### config.mk
export PLATFORM = sky130hd
export DESIGN_NAME = ascii_record_to_card_image
export DESIGN_NICKNAME = d
export VERILOG_FILES = /design/src/design/arci_pkg.sv /design/src/design/ascii_record_to_card_image.sv
export VERILOG_INCLUDE_DIRS = /design/src /design/src/design
export SDC_FILE = /design/constraint.sdc
export NUM_CORES = 1
export LEC_CHECK = 0
export ABC_AREA = 0
export ABC_CLOCK_PERIOD_IN_PS = 3270
export BUFFER_PORTS_ARGS = -buffer_cell sky130_fd_sc_hd__buf_4
export CAP_MARGIN = 5
export CORE_ASPECT_RATIO = 2
export CORE_UTILIZATION = 31
export DETAILED_ROUTE_END_ITERATION = 12
export GPL_TIMING_DRIVEN = 0
export PLACE_DENSITY = 0.55
export RECOVER_POWER = 25
export SKIP_CTS_REPAIR_TIMING = 1
export SLEW_MARGIN = 20
export SYNTH_ARGS = -nofsm -noshare
export SYNTH_HDL_FRONTEND = slang
export SYNTH_SLANG_ARGS = --single-unit
### constraint.sdc
create_clock -name clk -period 3.27 [get_ports clk]
set_input_delay 0.327 -clock clk [delete_from_list [all_inputs] [get_ports clk]]
set_output_delay 0.327 -clock clk [all_outputs]
set_load 0.005 [all_outputs]
### src/design/ascii_record_to_card_image_macros.svh
// ----------------------------------------------------------------------------
// ascii_record_to_card_image assertion macros
// Shared concurrent assertion forms for the card image builder.
// ----------------------------------------------------------------------------
`ifndef ASCII_RECORD_TO_CARD_IMAGE_MACROS_SVH
`define ASCII_RECORD_TO_CARD_IMAGE_MACROS_SVH

// Same-cycle implication, disabled during reset
`define ARCI_ASSERT_NOW(label, clk, rst, ante, cons, msg) \
  label: assert property (@(posedge clk) disable iff (rst) (ante) |-> (cons)) \
    else $error(msg);

// Next-cycle implication, disabled during reset
`define ARCI_ASSERT_NEXT(label, clk, rst, ante, cons, msg) \
  label: assert property (@(posedge clk) disable iff (rst) (ante) |=> (cons)) \
    else $error(msg);

`endif

### src/design/arci_pkg.sv
// ----------------------------------------------------------------------------
// arci_pkg
// Constants, codes and types of the ASCII record to card image builder.
// ----------------------------------------------------------------------------
`default_nettype none

package arci_pkg;

  localparam int CARD_COLUMNS = 80;
  localparam int TAB_STOP     = 8;

  // column counter holds 0 .. CARD_COLUMNS, store index 0 .. CARD_COLUMNS-1
  localparam int COL_W  = $clog2(CARD_COLUMNS + 1);
  localparam int MEM_AW = $clog2(CARD_COLUMNS);

  localparam logic [7:0] CH_EOF = 8'h1A;
  localparam logic [7:0] CH_CR  = 8'h0D;
  localparam logic [7:0] CH_LF  = 8'h0A;
  localparam logic [7:0] CH_TAB = 8'h09;

  localparam logic [7:0] FILL_RESET = 8'h40;

  localparam int APB_AW = 4;

  typedef enum logic [1:0] {
    REG_TRUNCATE_LONG = 2'd0,
    REG_EOF_EXCEPTION = 2'd1,
    REG_FILL_BYTE     = 2'd2
  } reg_index_t;

  typedef enum logic [2:0] {
    ST_ACCEPTED         = 3'd0,
    ST_COMPLETE         = 3'd1,
    ST_DATA_CHECK       = 3'd2,
    ST_EOF_EXCEPTION    = 3'd3,
    ST_EOF_INTERVENTION = 3'd4
  } status_t;

endpackage

`default_nettype wire

### src/design/ascii_record_to_card_image.sv
// Pipeline: an accepted transaction passes stage 1, then the output register, to m_tvalid.
// Throughput: one transaction per cycle unless m_tready stalls; set by the single
//   write port and the registered read port of the card store, both used once per item.
// Reset: synchronous, active high; clears the card state, the written mask,
//   the pipeline valids and the registers (fill byte back to 0x40).
// The card store itself is not cleared: the written mask gates every read.
// ----------------------------------------------------------------------------
// ascii_record_to_card_image
// Builds an 80-column card image from a stream of ASCII bytes and serves
// column reads from the card store.
// ----------------------------------------------------------------------------
`default_nettype none

`include "ascii_record_to_card_image_macros.svh"

module ascii_record_to_card_image
  import arci_pkg::*;
(
  input  wire logic              clk,
  input  wire logic              rst,
  // input stream
  input  wire logic              s_tvalid,
  output logic                   s_tready,
  input  wire logic [23:0]       s_tdata,  // raw_char[7:0], coded_char[15:8], column[22:16]
  input  wire logic [1:0]        s_tuser,  // cmd[0], end_of_stream[1]
  // result stream
  output logic                   m_tvalid,
  input  wire logic              m_tready,
  output logic [15:0]            m_tdata,  // status[2:0], card_byte[10:3]
  // configuration
  input  wire logic              psel,
  input  wire logic              penable,
  input  wire logic              pwrite,
  input  wire logic [APB_AW-1:0] paddr,
  input  wire logic [31:0]       pwdata,
  output logic [31:0]            prdata,
  output logic                   pready
);

  // registers
  logic       truncate_long;
  logic       eof_reports_exception;
  logic [7:0] fill_byte;

  // card state
  logic [COL_W-1:0]        next_column;
  logic                    card_open;
  logic [CARD_COLUMNS-1:0] written_mask;
  logic [7:0]              card_mem [CARD_COLUMNS];
  logic [7:0]              mem_q;

  // input fields
  logic [7:0] raw_char;
  logic [7:0] coded_char;
  logic [6:0] column;
  logic       cmd;
  logic       end_of_stream;

  // stage 1
  logic       s1_valid;
  logic       s1_read;
  logic       s1_hit;
  logic [7:0] s1_fill;
  status_t    s1_status;
  logic       s1_adv;
  logic [7:0] s1_byte;

  logic s_accept;
  logic m_accept;

  // feed datapath
  logic [COL_W-1:0]        col0;
  logic [COL_W-1:0]        next_column_next;
  logic                    card_open_next;
  logic [CARD_COLUMNS-1:0] mask0;
  logic [CARD_COLUMNS-1:0] written_mask_next;
  logic [COL_W:0]          tab_col;
  status_t                 feed_status;
  logic                    mem_we;
  logic [MEM_AW-1:0]       wr_addr;
  logic [MEM_AW-1:0]       rd_addr;
  logic                    rd_in_range;
  logic                    rd_hit;

  assign raw_char      = s_tdata[7:0];
  assign coded_char    = s_tdata[15:8];
  assign column        = s_tdata[22:16];
  assign cmd           = s_tuser[0];
  assign end_of_stream = s_tuser[1];

  assign s1_adv   = s1_valid && (!m_tvalid || m_tready);
  assign s_tready = !s1_valid || s1_adv;
  assign s_accept = s_tvalid && s_tready;
  assign m_accept = m_tvalid && m_tready;

  // ---------------------------------------------------------------- APB
  assign pready = 1'b1;

  always_comb begin
    prdata = '0;
    case (reg_index_t'(paddr[3:2]))
      REG_TRUNCATE_LONG: prdata = {31'd0, truncate_long};
      REG_EOF_EXCEPTION: prdata = {31'd0, eof_reports_exception};
      REG_FILL_BYTE:     prdata = {24'd0, fill_byte};
      default:           prdata = '0;
    endcase
  end

  always_ff @(posedge clk) begin
    if (rst) begin
      truncate_long         <= 1'b0;
      eof_reports_exception <= 1'b0;
      fill_byte             <= FILL_RESET;
    end else if (psel && penable && pwrite && pready && paddr[1:0] == 2'b00) begin
      case (reg_index_t'(paddr[3:2]))
        REG_TRUNCATE_LONG: truncate_long         <= pwdata[0];
        REG_EOF_EXCEPTION: eof_reports_exception <= pwdata[0];
        REG_FILL_BYTE:     fill_byte             <= pwdata[7:0];
        default: ;
      endcase
    end
  end

  // ---------------------------------------------------------------- feed
  // a feed on a closed card starts a fresh one at column zero
  assign col0  = card_open ? next_column : '0;
  assign mask0 = card_open ? written_mask : '0;

  always_comb begin
    next_column_next  = col0;
    card_open_next    = 1'b1;
    written_mask_next = mask0;
    feed_status       = ST_ACCEPTED;
    mem_we            = 1'b0;
    tab_col           = (COL_W + 1)'((int'(col0) / TAB_STOP + 1) * TAB_STOP);
    if (end_of_stream || raw_char == CH_EOF) begin
      card_open_next = 1'b0;
      if (col0 != '0) begin
        feed_status = ST_COMPLETE;
      end else if (eof_reports_exception) begin
        feed_status = ST_EOF_EXCEPTION;
      end else begin
        feed_status = ST_EOF_INTERVENTION;
      end
    end else if (raw_char == CH_CR) begin
      feed_status = ST_ACCEPTED;
    end else if (raw_char == CH_LF) begin
      card_open_next = 1'b0;
      feed_status    = ST_COMPLETE;
    end else if (raw_char == CH_TAB) begin
      // cap at the last column boundary
      if (int'(tab_col) > CARD_COLUMNS) begin
        next_column_next = COL_W'(CARD_COLUMNS);
      end else begin
        next_column_next = tab_col[COL_W-1:0];
      end
    end else if (int'(col0) >= CARD_COLUMNS) begin
      if (!truncate_long) begin
        card_open_next   = 1'b0;
        next_column_next = '0;
        feed_status      = ST_DATA_CHECK;
      end
    end else begin
      mem_we                     = 1'b1;
      written_mask_next[wr_addr] = 1'b1;
      next_column_next           = col0 + COL_W'(1);
    end
  end

  assign wr_addr = MEM_AW'(col0);

  always_ff @(posedge clk) begin
    if (rst) begin
      next_column  <= '0;
      card_open    <= 1'b0;
      written_mask <= '0;
    end else if (s_accept && !cmd) begin
      next_column  <= next_column_next;
      card_open    <= card_open_next;
      written_mask <= written_mask_next;
    end
  end

  // ---------------------------------------------------------------- store
  assign rd_in_range = int'(column) < CARD_COLUMNS;
  assign rd_addr     = rd_in_range ? MEM_AW'(column) : '0;
  assign rd_hit      = rd_in_range && written_mask[rd_addr];

  always_ff @(posedge clk) begin
    if (s_accept && !cmd && mem_we) begin
      card_mem[wr_addr] <= coded_char;
    end
    if (s_accept && cmd) begin
      mem_q <= card_mem[rd_addr];
    end
  end

  // ---------------------------------------------------------------- stage 1
  always_ff @(posedge clk) begin
    if (rst) begin
      s1_valid <= 1'b0;
    end else if (s_accept) begin
      s1_valid <= 1'b1;
    end else if (s1_adv) begin
      s1_valid <= 1'b0;
    end
  end

  always_ff @(posedge clk) begin
    if (s_accept) begin
      s1_read   <= cmd;
      s1_hit    <= rd_hit;
      s1_fill   <= fill_byte;
      s1_status <= cmd ? ST_ACCEPTED : feed_status;
    end
  end

  assign s1_byte = !s1_read ? 8'd0 : (s1_hit ? mem_q : s1_fill);

  // ---------------------------------------------------------------- output
  always_ff @(posedge clk) begin
    if (rst) begin
      m_tvalid <= 1'b0;
    end else if (s1_adv) begin
      m_tvalid <= 1'b1;
    end else if (m_accept) begin
      m_tvalid <= 1'b0;
    end
  end

  always_ff @(posedge clk) begin
    if (s1_adv) begin
      m_tdata <= {5'd0, s1_byte, s1_status};
    end
  end

  // ---------------------------------------------------------------- checks
  `ARCI_ASSERT_NOW(a_col_bound, clk, rst, 1'b1, int'(next_column) <= CARD_COLUMNS, "column counter past card end")
  `ARCI_ASSERT_NEXT(a_s1_load, clk, rst, s_accept, s1_valid, "accepted transaction lost before stage 1")
  `ARCI_ASSERT_NEXT(a_s1_hold, clk, rst, s1_valid && !s1_adv, s1_valid && $stable(s1_status), "stalled stage 1 dropped or changed")
  `ARCI_ASSERT_NEXT(a_dcheck, clk, rst, s_accept && !cmd && feed_status == ST_DATA_CHECK, !card_open && next_column == '0, "data check left card open")

endmodule

`default_nettype wire

* After elaboration in Yosys (flattened, before gate mapping)
Memory sizes are Yosys's and may differ from the RTL's. A register that Yosys moved wholly into a read port is not among the register bits.
Index checks and enable logic that the tools add are counted.
** Word-level totals
- Register bits after elaboration :: 124
- Bits in latches :: 0
- RAM bits :: 640
- ROM bits :: 0
- Input port bits :: 69
- Output and inout bits :: 51
- Logic and storage cells :: 101
- Memories :: 1
** Memory list
- card_mem :: words 80, width 8, rd ports 1, clocked after Yosys merged registers in 1, write ports 1, RTL line ascii_record_to_card_image.sv:49 : logic [7:0] card_mem [CARD_COLUMNS];
** Cells by class
- Add/subtract/negate cells :: 2
- Multipliers :: 0
- Divide/modulo/power cells :: 0
- $lt $le $gt $ge :: 6
- Equal/unequal tests :: 6
- Shifts and indexed selects :: 0
- Muxes and demuxes :: 46
- Bitwise gates (word level) :: 1
- Reductions and logical operators :: 25
** Operator list (count)
- 80-bit 2-to-1 mux :: 6
- 80-bit OR :: 1
- 7-bit 2-to-1 mux :: 9
- 8-bit by 4-bit == test with 1-bit output (second input constant) :: 3
- 8-bit one-hot mux with 3 select lines :: 1
- 1-bit 2-to-1 mux :: 19
- 7-bit by 8-bit < comparator with 1-bit output (second input constant) :: 2
- 1-bit logical AND :: 11
- 2-bit 2-to-1 mux :: 5
- 3-bit 2-to-1 mux :: 3
- 8-bit by 5-bit == test with 1-bit output (second input constant) :: 1
- 8-bit by 7-bit > comparator with 1-bit output (second input constant) :: 1
- 8-bit 2-to-1 mux :: 1
- 7-bit by 1-bit adder with 7-bit output (second input constant) :: 1
- 1-bit binary-select mux with 7-bit select :: 1
- 1-bit demux with 7-bit select :: 1
- 7-bit by 1-bit >= comparator with 1-bit output (second input constant) :: 1
- 7-bit >= comparator (second input constant) :: 1
- 7-bit < comparator (second input constant) :: 1
- 7-bit nonzero test :: 1
- 2-bit AND reduction :: 3
- 4-bit by 1-bit adder with 5-bit output (second input constant) :: 1
- 2-bit logical NOT :: 2
- 2-bit nonzero test :: 2
- other kinds (4) :: 8

* Longest topological paths before layout
Gate-level depths: netlist (run 1).
- Depth in word-level cells :: 11
- Depth in mapped cells :: 11
- Mapped depth without buffers :: 9

* Worst setup path before layout (run 1)
Ideal clock, no wire load.
- Path type :: input port to flip-flop
- Start point :: input m_tready
- End point :: memory card_mem[14][0], enable pin
- Setup time :: 370 ps
- Arrival :: 1922 ps
- Data required time :: 2900 ps
- Slack :: 978 ps
- Cell stages on the path :: 6
- Path buffers :: 0
- Cells stage by stage :: nand3b_1 -> nor3b_4 -> nand2_4 -> nor2_2 -> nand3_1 -> nor2_1
** Between the ends
- Longest elaborated chain between the ends :: 8
** Ends and longest elaborated chain
- from (decl) :: RTL line ascii_record_to_card_image.sv:28 : input wire logic m_tready,
- 1-bit logical OR :: RTL line ascii_record_to_card_image.sv:91 : assign s1_adv = s1_valid && (!m_tvalid || m_tready);
- 1-bit logical AND :: RTL line ascii_record_to_card_image.sv:91
- 1-bit logical OR :: RTL line ascii_record_to_card_image.sv:92 : assign s_tready = !s1_valid || s1_adv;
- 1-bit logical AND :: RTL line ascii_record_to_card_image.sv:93 : assign s_accept = s_tvalid && s_tready;
- 1-bit logical AND (2 in a row) :: RTL line ascii_record_to_card_image.sv:190 : if (s_accept && !cmd && mem_we) begin
- 1-bit 2-to-1 mux :: RTL line ascii_record_to_card_image.sv:190
- 1-bit 2-to-1 mux (not written as such) :: RTL line ascii_record_to_card_image.sv:191 : card_mem[wr_addr] <= coded_char;
- to (decl) :: RTL line ascii_record_to_card_image.sv:49
No other way between the ends.

* Worst setup path in the final report (run 1)
- Start point :: register card_open
- End point :: memory card_mem[20][2], enable pin
** Between the ends
- Longest elaborated chain between the ends :: 10
** Ends and longest elaborated chain
- from (decl) :: RTL line ascii_record_to_card_image.sv:47 : logic card_open;
- from (signal assigned) :: RTL line ascii_record_to_card_image.sv:179 : card_open <= card_open_next;
- 7-bit 2-to-1 mux (*) :: RTL line ascii_record_to_card_image.sv:126 : assign col0 = card_open ? next_column : '0;
- 7-bit >= comparator :: RTL line ascii_record_to_card_image.sv:157 : end else if (int'(col0) >= CARD_COLUMNS) begin
- 1-bit 2-to-1 mux :: RTL line ascii_record_to_card_image.sv:157
- 1-bit 2-to-1 mux :: RTL line ascii_record_to_card_image.sv:150 : end else if (raw_char == CH_TAB) begin
- 1-bit 2-to-1 mux :: RTL line ascii_record_to_card_image.sv:147 : end else if (raw_char == CH_LF) begin
- 1-bit 2-to-1 mux :: RTL line ascii_record_to_card_image.sv:145 : end else if (raw_char == CH_CR) begin
- 1-bit 2-to-1 mux :: RTL line ascii_record_to_card_image.sv:136 : if (end_of_stream || raw_char == CH_EOF) begin
- 1-bit logical AND :: RTL line ascii_record_to_card_image.sv:190
- 1-bit 2-to-1 mux :: RTL line ascii_record_to_card_image.sv:190
- 1-bit 2-to-1 mux (not written as such) :: RTL line ascii_record_to_card_image.sv:191
Mark *: on every way between the ends. The rest lies on a longest branch, timed or not.

==> impl_metrics.tcl, run 1 <==
set metrics [dict create \
    gr-usage-met2_pct 44.99 \
    busiest_layer "met2" \
    tightestPinTransition_ns 2.145 \
    p_per_area_nw_per_um2 540.9 \
    violations "negative hold slack, max-capacitance violations, max-slew violations, negative setup slack" \
    startpoint_type "flip-flop" \
    syn_to_final_growth_pct 15.72 \
    finalPower_w 0.02050 \
    grt_pass1_wl_mm 176.6 \
    vias 22610 \
    finalSetupViolCount 92 \
    dp_hpwl_mm 94.04 \
    vdd_drop_max_uv 402.5 \
    rsz0062_at_grt "true" \
    pre_cts_ws_ns -1.575 \
    die_width_um 231.9 \
    hold_viol_final 1 \
    layout-drive-gt1-share_pct 19.53 \
    avgSynthCellArea_um2 13.64 \
    worstSetupEndpointType "flip-flop" \
    netlist_instances 2401 \
    fin_crit_sh_pct 107.1 \
    final_util_pct 36.21 \
    ant_nets 0 \
    async_flop_share_pct 0 \
    clock_latency_ns 0.69 \
    period_minus_slack_ns 3.502 \
    yosys-top-cells-area "edfxtp_1 62%, dfxtp_1 6.1%, mux2i_1 2.8%" \
    critPathArrivalTime_ns 3.81 \
    grt_use_total_pct 24.21 \
    drt-vias-per-instance 5.660 \
    post_drt_wl_per_cell_um 32.55 \
    ys_ff_latch 772 \
    core-area_um2 104700 \
    cap_viol_max_count 8 \
    skew_ns 0.03818 \
    slew_headroom_pct -42.98 \
    die_y_um 461.7 \
    ioPinCount 120 \
    cts_buffers 61 \
    min_path_type "input pin to flip-flop" \
    synth_largest_area_cell "edfxtp_1" \
    worst_slack_ns -0.2324 \
    ys_top_cells_by_count "672 x edfxtp_1, 245 x nor2_1, 102 x nand2_1, 100 x dfxtp_1, 97 x o21ai_0" \
    ys_warn_count 0 \
    syn-cell-area_um2 32760 \
    drc 0 \
    grt_max_degree 81 \
    synth.most_common_cell "edfxtp_1" \
    cts_sinks 772 \
    dr.pass1.iters 8 \
    max_freq_mhz 285.5 \
    dieArea_um2 107000 \
    fin_nets 2652 \
    synthFlopType "edfxtp_1" \
    leakage_nw 12.25 \
    grt_use_met1_pct 21.39 \
    start_util_pct 31.29 \
    gr-usage-met3_pct 4.746 \
    path_class "flip-flop to flip-flop" \
    gp_congestion 1.073 \
    h-tree-depth 2 \
    clock_path_buffers 3 \
    globalRoute.totalOverflow 0 \
    cts_tree "built" \
    antenna_found_initial 4 \
    required_ns 3.58 \
    path_clk_slew_ns 0.08 \
    hold_ws_ns -0.03230 \
    drv_slew 648 \
    synth_edf_count 672 \
    drt_iter0_drc 2402 \
    worst-path-max-fanout 10 \
    yosys.area.top_type_share_pct 61.61 \
    yosysSeqAreaShare_pct 67.72 \
    io_buffers 62 \
    grt_pass1_vias 22560 \
    synthDistinctLibCells 80 \
    rows 168 \
    status "complete, but fails checks" \
    wirelength_mm 130.0 \
    cts_root_buf "clkbuf_16" \
]
## kinds of logic after synthesis
kind of cell	after synthesis	share of synthesized area, %
flops	772	67.72
simple gates	603	8.942
compound gates	590	12.77
buf+inv	247	3.736
mux	185	6.731
fa+ha+maj	2	0.07638
other cells	2	0.02293
## critical path: stages, from the launching register on
cell      delay, ns
dfxtp_1        0.31
clkbuf_2       0.20
clkbuf_1       0.45
nand2_1        0.31
or3_1          0.38
buf_1          0.57
nor2_1         0.86
## metal layers
layer	vias up	part of all wire, %
li1	9651	-
met1	11190	29
met2	1243	52
met3	526	6.8
met4	4	12
met5	-	0.018
## stage by stage
stage          hold slack [ns]  instance area, um2  std cells  TNS (ns)
6_report              -0.03230               37900       3995    -11.01
5_1_grt               0.005132               37900       3993    -13.22
4_1_cts                -0.1356               37230       3970   -104.26
3_5_place_dp            0.4177               35150       3856   -144.84
3_3_place_gp            0.4036               35030       3851   -153.35
2_1_floorplan           0.4003               32860       2429         0
## layout by cell type, fill, tap and decap left out, types with 64 or more instances in the layout
cell / count
edfxtp_1: 672
nor2_1: 172
buf_4: 104
nand2_1: 101
dfxtp_1: 100
o21ai_0: 97
mux2i_1: 92
clkbuf_1: 86
a21oi_1: 79
mux2_2: 72
a22oi_1: 65
buf_2: 64
## where the power goes
part | internal [W] | switching [W] | leakage (nW) | total, W
sequential | 0.0107 | 0.0000108 | 6.87 | 0.0107
clock | 0.00432 | 0.00370 | 1.02 | 0.00802
combinational | 0.000451 | 0.00128 | 4.37 | 0.00173
total | 0.0155 | 0.00500 | 12.3 | 0.0205
## flip-flops by register name, indices dropped and copies added (netlist names)
signal,flops
card_mem,640
card_open,1
eof_reports_exception,1
fill_byte,8
m_tdata,11
m_tvalid,1
mem_q,8
next_column,7
s1_fill,8
s1_hit,1
s1_read,1
s1_status,3
s1_valid,1
truncate_long,1
written_mask,80
## layout make-up
cell class                      instances  area [um2]
Fill cell                           10130       66780
Tap cell                             1360        1702
Antenna cell                            3       7.507
Inverter                               35       131.4
Buffer                                209        1104
Timing Repair Buffer                   92       744.5
Sequential cell                       772       22180
Clock buffer                           72        1610
Clock inverter                         42       474.2
Multi-Input combinational cell       1410        9950
## worst paths after layout
check	cells past startpoint	endpoint	from	slack, ns
max	6	card_mem[20][2]	card_open	-0.23
min	3	s1_valid	s_tvalid	-0.03
max reg2reg	6	card_mem[20][2]	card_open	-0.23
min reg2reg	0	m_tdata[2]	s1_status[2]	0.43
Note: power is estimated with default switching activity, not from simulation.
==> inputs of run 2 (changes only) <==
- CTS_CLUSTER_SIZE: not set -> 10
- MAX_ROUTING_LAYER: not set -> met4
==> impl_metrics.tcl, run 2 (same netlist as run 1, synthesis figures left out) <==
set metrics [dict create \
    globalRoute.totalOverflow 0 \
    rows 168 \
    finalSetupViolCount 148 \
    worst-path-max-fanout 10 \
    grt_pass1_wl_mm 179.8 \
    min_path_type "input pin to flip-flop" \
    tightestPinTransition_ns 2.081 \
    drv_slew 497 \
    drt-vias-per-instance 5.747 \
    p_clk_share_pct 41.6 \
    grt_use_total_pct 25.36 \
    vias 23060 \
    dr.pass1.iters 9 \
    cap_viol_max_count 7 \
    drt_iter0_drc 2213 \
    leakage_nw 12.41 \
    violations "negative hold slack, max-capacitance violations, max-slew violations, negative setup slack" \
    period_minus_slack_ns 3.537 \
    intPower_w 0.01612 \
    setup_tns_ns -16.95 \
    rsz0062_at_grt "true" \
    holdPathStages 3 \
    cp.depth 10 \
    startpoint "s_tdata[21]" \
    cts_tree "built" \
    max_freq_mhz 282.7 \
    path_class "input pin to flip-flop" \
    slew_headroom_pct -38.74 \
    critPathArrivalTime_ns 3.89 \
    layout-drive-gt1-share_pct 19.64 \
    cts_root_buf "clkbuf_16" \
    crit_chain "buf_4 > o21ai_2 > buf_6 > buf_2 > clkbuf_1 > a21boi_0 > o31ai_1 > a22oi_1 > nand4_1 > o211ai_1" \
    dp_hpwl_mm 94.15 \
    fillCellCount 10120 \
    r2r_cells 5 \
    regMostFlops "card_mem" \
    path_clk_slew_ns 0.06 \
    h-tree-depth 3 \
    crit_path_top_delay_cell "o31ai_1" \
    start_util_pct 31.29 \
    cts_buffers 87 \
    dieArea_um2 107000 \
    cp_top_family "compound AO/OA/AOI/OAI gates" \
    cts_sinks 772 \
    die_y_um 461.7 \
    crit_path_max_incr_delay_ns 0.71 \
    worstReg2RegEnd "card_mem[79][3]" \
    core-area_um2 104700 \
    wirelength_mm 130.9 \
    fin_nets 2674 \
    drc 0 \
    largest_reg_flops 640 \
    syn_to_final_growth_pct 16.65 \
    p_per_area_nw_per_um2 560.0 \
    reg2reg_from "card_open" \
    critPathBufInv 4 \
    grt_pass1_vias 23120 \
    clock_path_buffers 3 \
    layout_common_cells "672 x edfxtp_1, 171 x nor2_1, 106 x buf_4, 105 x clkbuf_1" \
    final_common_cell "edfxtp_1" \
    antenna_found_initial 7 \
    power.switching_w 0.005276 \
    worst_slack_ns -0.2668 \
    status "complete, but fails checks" \
    required_ns 3.62 \
    netSwitchingFraction_pct 24.66 \
    fin_crit_sh_pct 108.2 \
    ioPinCount 120 \
    ant_nets 0 \
    hold_viol_final 2 \
    r2r_slack_ns -0.25 \
    cp-endpoint "mem_q[1]" \
    vdd_drop_max_uv 376.1 \
    post_drt_wl_per_cell_um 32.63 \
    startpoint_type "input pin" \
    grt_max_degree 81 \
    clock_latency_ns 0.70 \
    gp_congestion 1.099 \
    combPwrFrac_pct 8.1 \
    seqPwrFrac_pct 50.3 \
    hold_ws_ns -0.01189 \
    io_buffers 62 \
    worstSetupEndpointType "flip-flop" \
    skew_ns 0.04781 \
    die_width_um 231.9 \
    largest_registers "card_mem: 640 flops, written_mask: 80 flops, m_tdata: 11 flops" \
]
[run 2: layout make-up]
class                      instances  area (um2)  share of cell area, %
antenna                            9       22.52                0.05894
buffer                           208        1109                  2.901
inverter                          35       131.4                 0.3438
clock inverter                     8       95.09                 0.2489
timing repair buffer              89       710.7                  1.860
clock buffer                     121        2326                  6.088
multi-input combinational       1410        9932                  25.99
sequential                       772       22180                  58.05
tap                             1360        1702                  4.453
[run 2: worst min-delay path, stage by stage]
cell and delay [ns]:
buf_4 0.10, inv_1 0.06, a21oi_1 0.11
[run 2: power groups by stage]
stage | logic [W] | registers (W) | clock network [W]
after floorplan | 0.000777 | 0.0109 | 0
after global placement | 0.00161 | 0.0110 | 0
after detailed placement | 0.00163 | 0.0110 | 0
after CTS | 0.00163 | 0.0107 | 0.00891
after global routing | 0.00178 | 0.0108 | 0.00927
final | 0.00174 | 0.0108 | 0.00890
[run 2: metal layers]
layer	vias up	global-route usage [%]	routed length [um]
met3	589	5.153	8997
met4	0	22.33	14510
met1	11450	21.65	37920
met2	1344	46.04	69510
met5	-	-	0
li1	9678	-	-
[run 2: worst min-delay path by stage]
stage	endpoint	start	slack (ns)
floorplan	m_tdata[0]	s1_status[0]	0.40
finish	s1_valid	s_tvalid	-0.01
CTS	fill_byte[6]	pwdata[6]	-0.14
global route	eof_reports_exception	paddr[2]	0.009
detailed placement	m_tdata[1]	s1_status[1]	0.41
global placement	m_tdata[0]	s1_status[0]	0.40
[run 2: metrics by stage]
stage	instance area [um2]	utilization [%]	total power, W	setup slack, ns	std cells
2_1_floorplan	32860	-	0.01173	0.9779	2429
6_report	38210	36.50	0.02140	-0.2668	4012
3_3_place_gp	35030	33.46	0.01257	-2.114	3851
5_1_grt	38200	36.50	0.02181	-0.2898	4010
3_5_place_dp	35110	33.54	0.01258	-1.493	3855
4_1_cts	37540	35.86	0.02129	-0.8002	3984
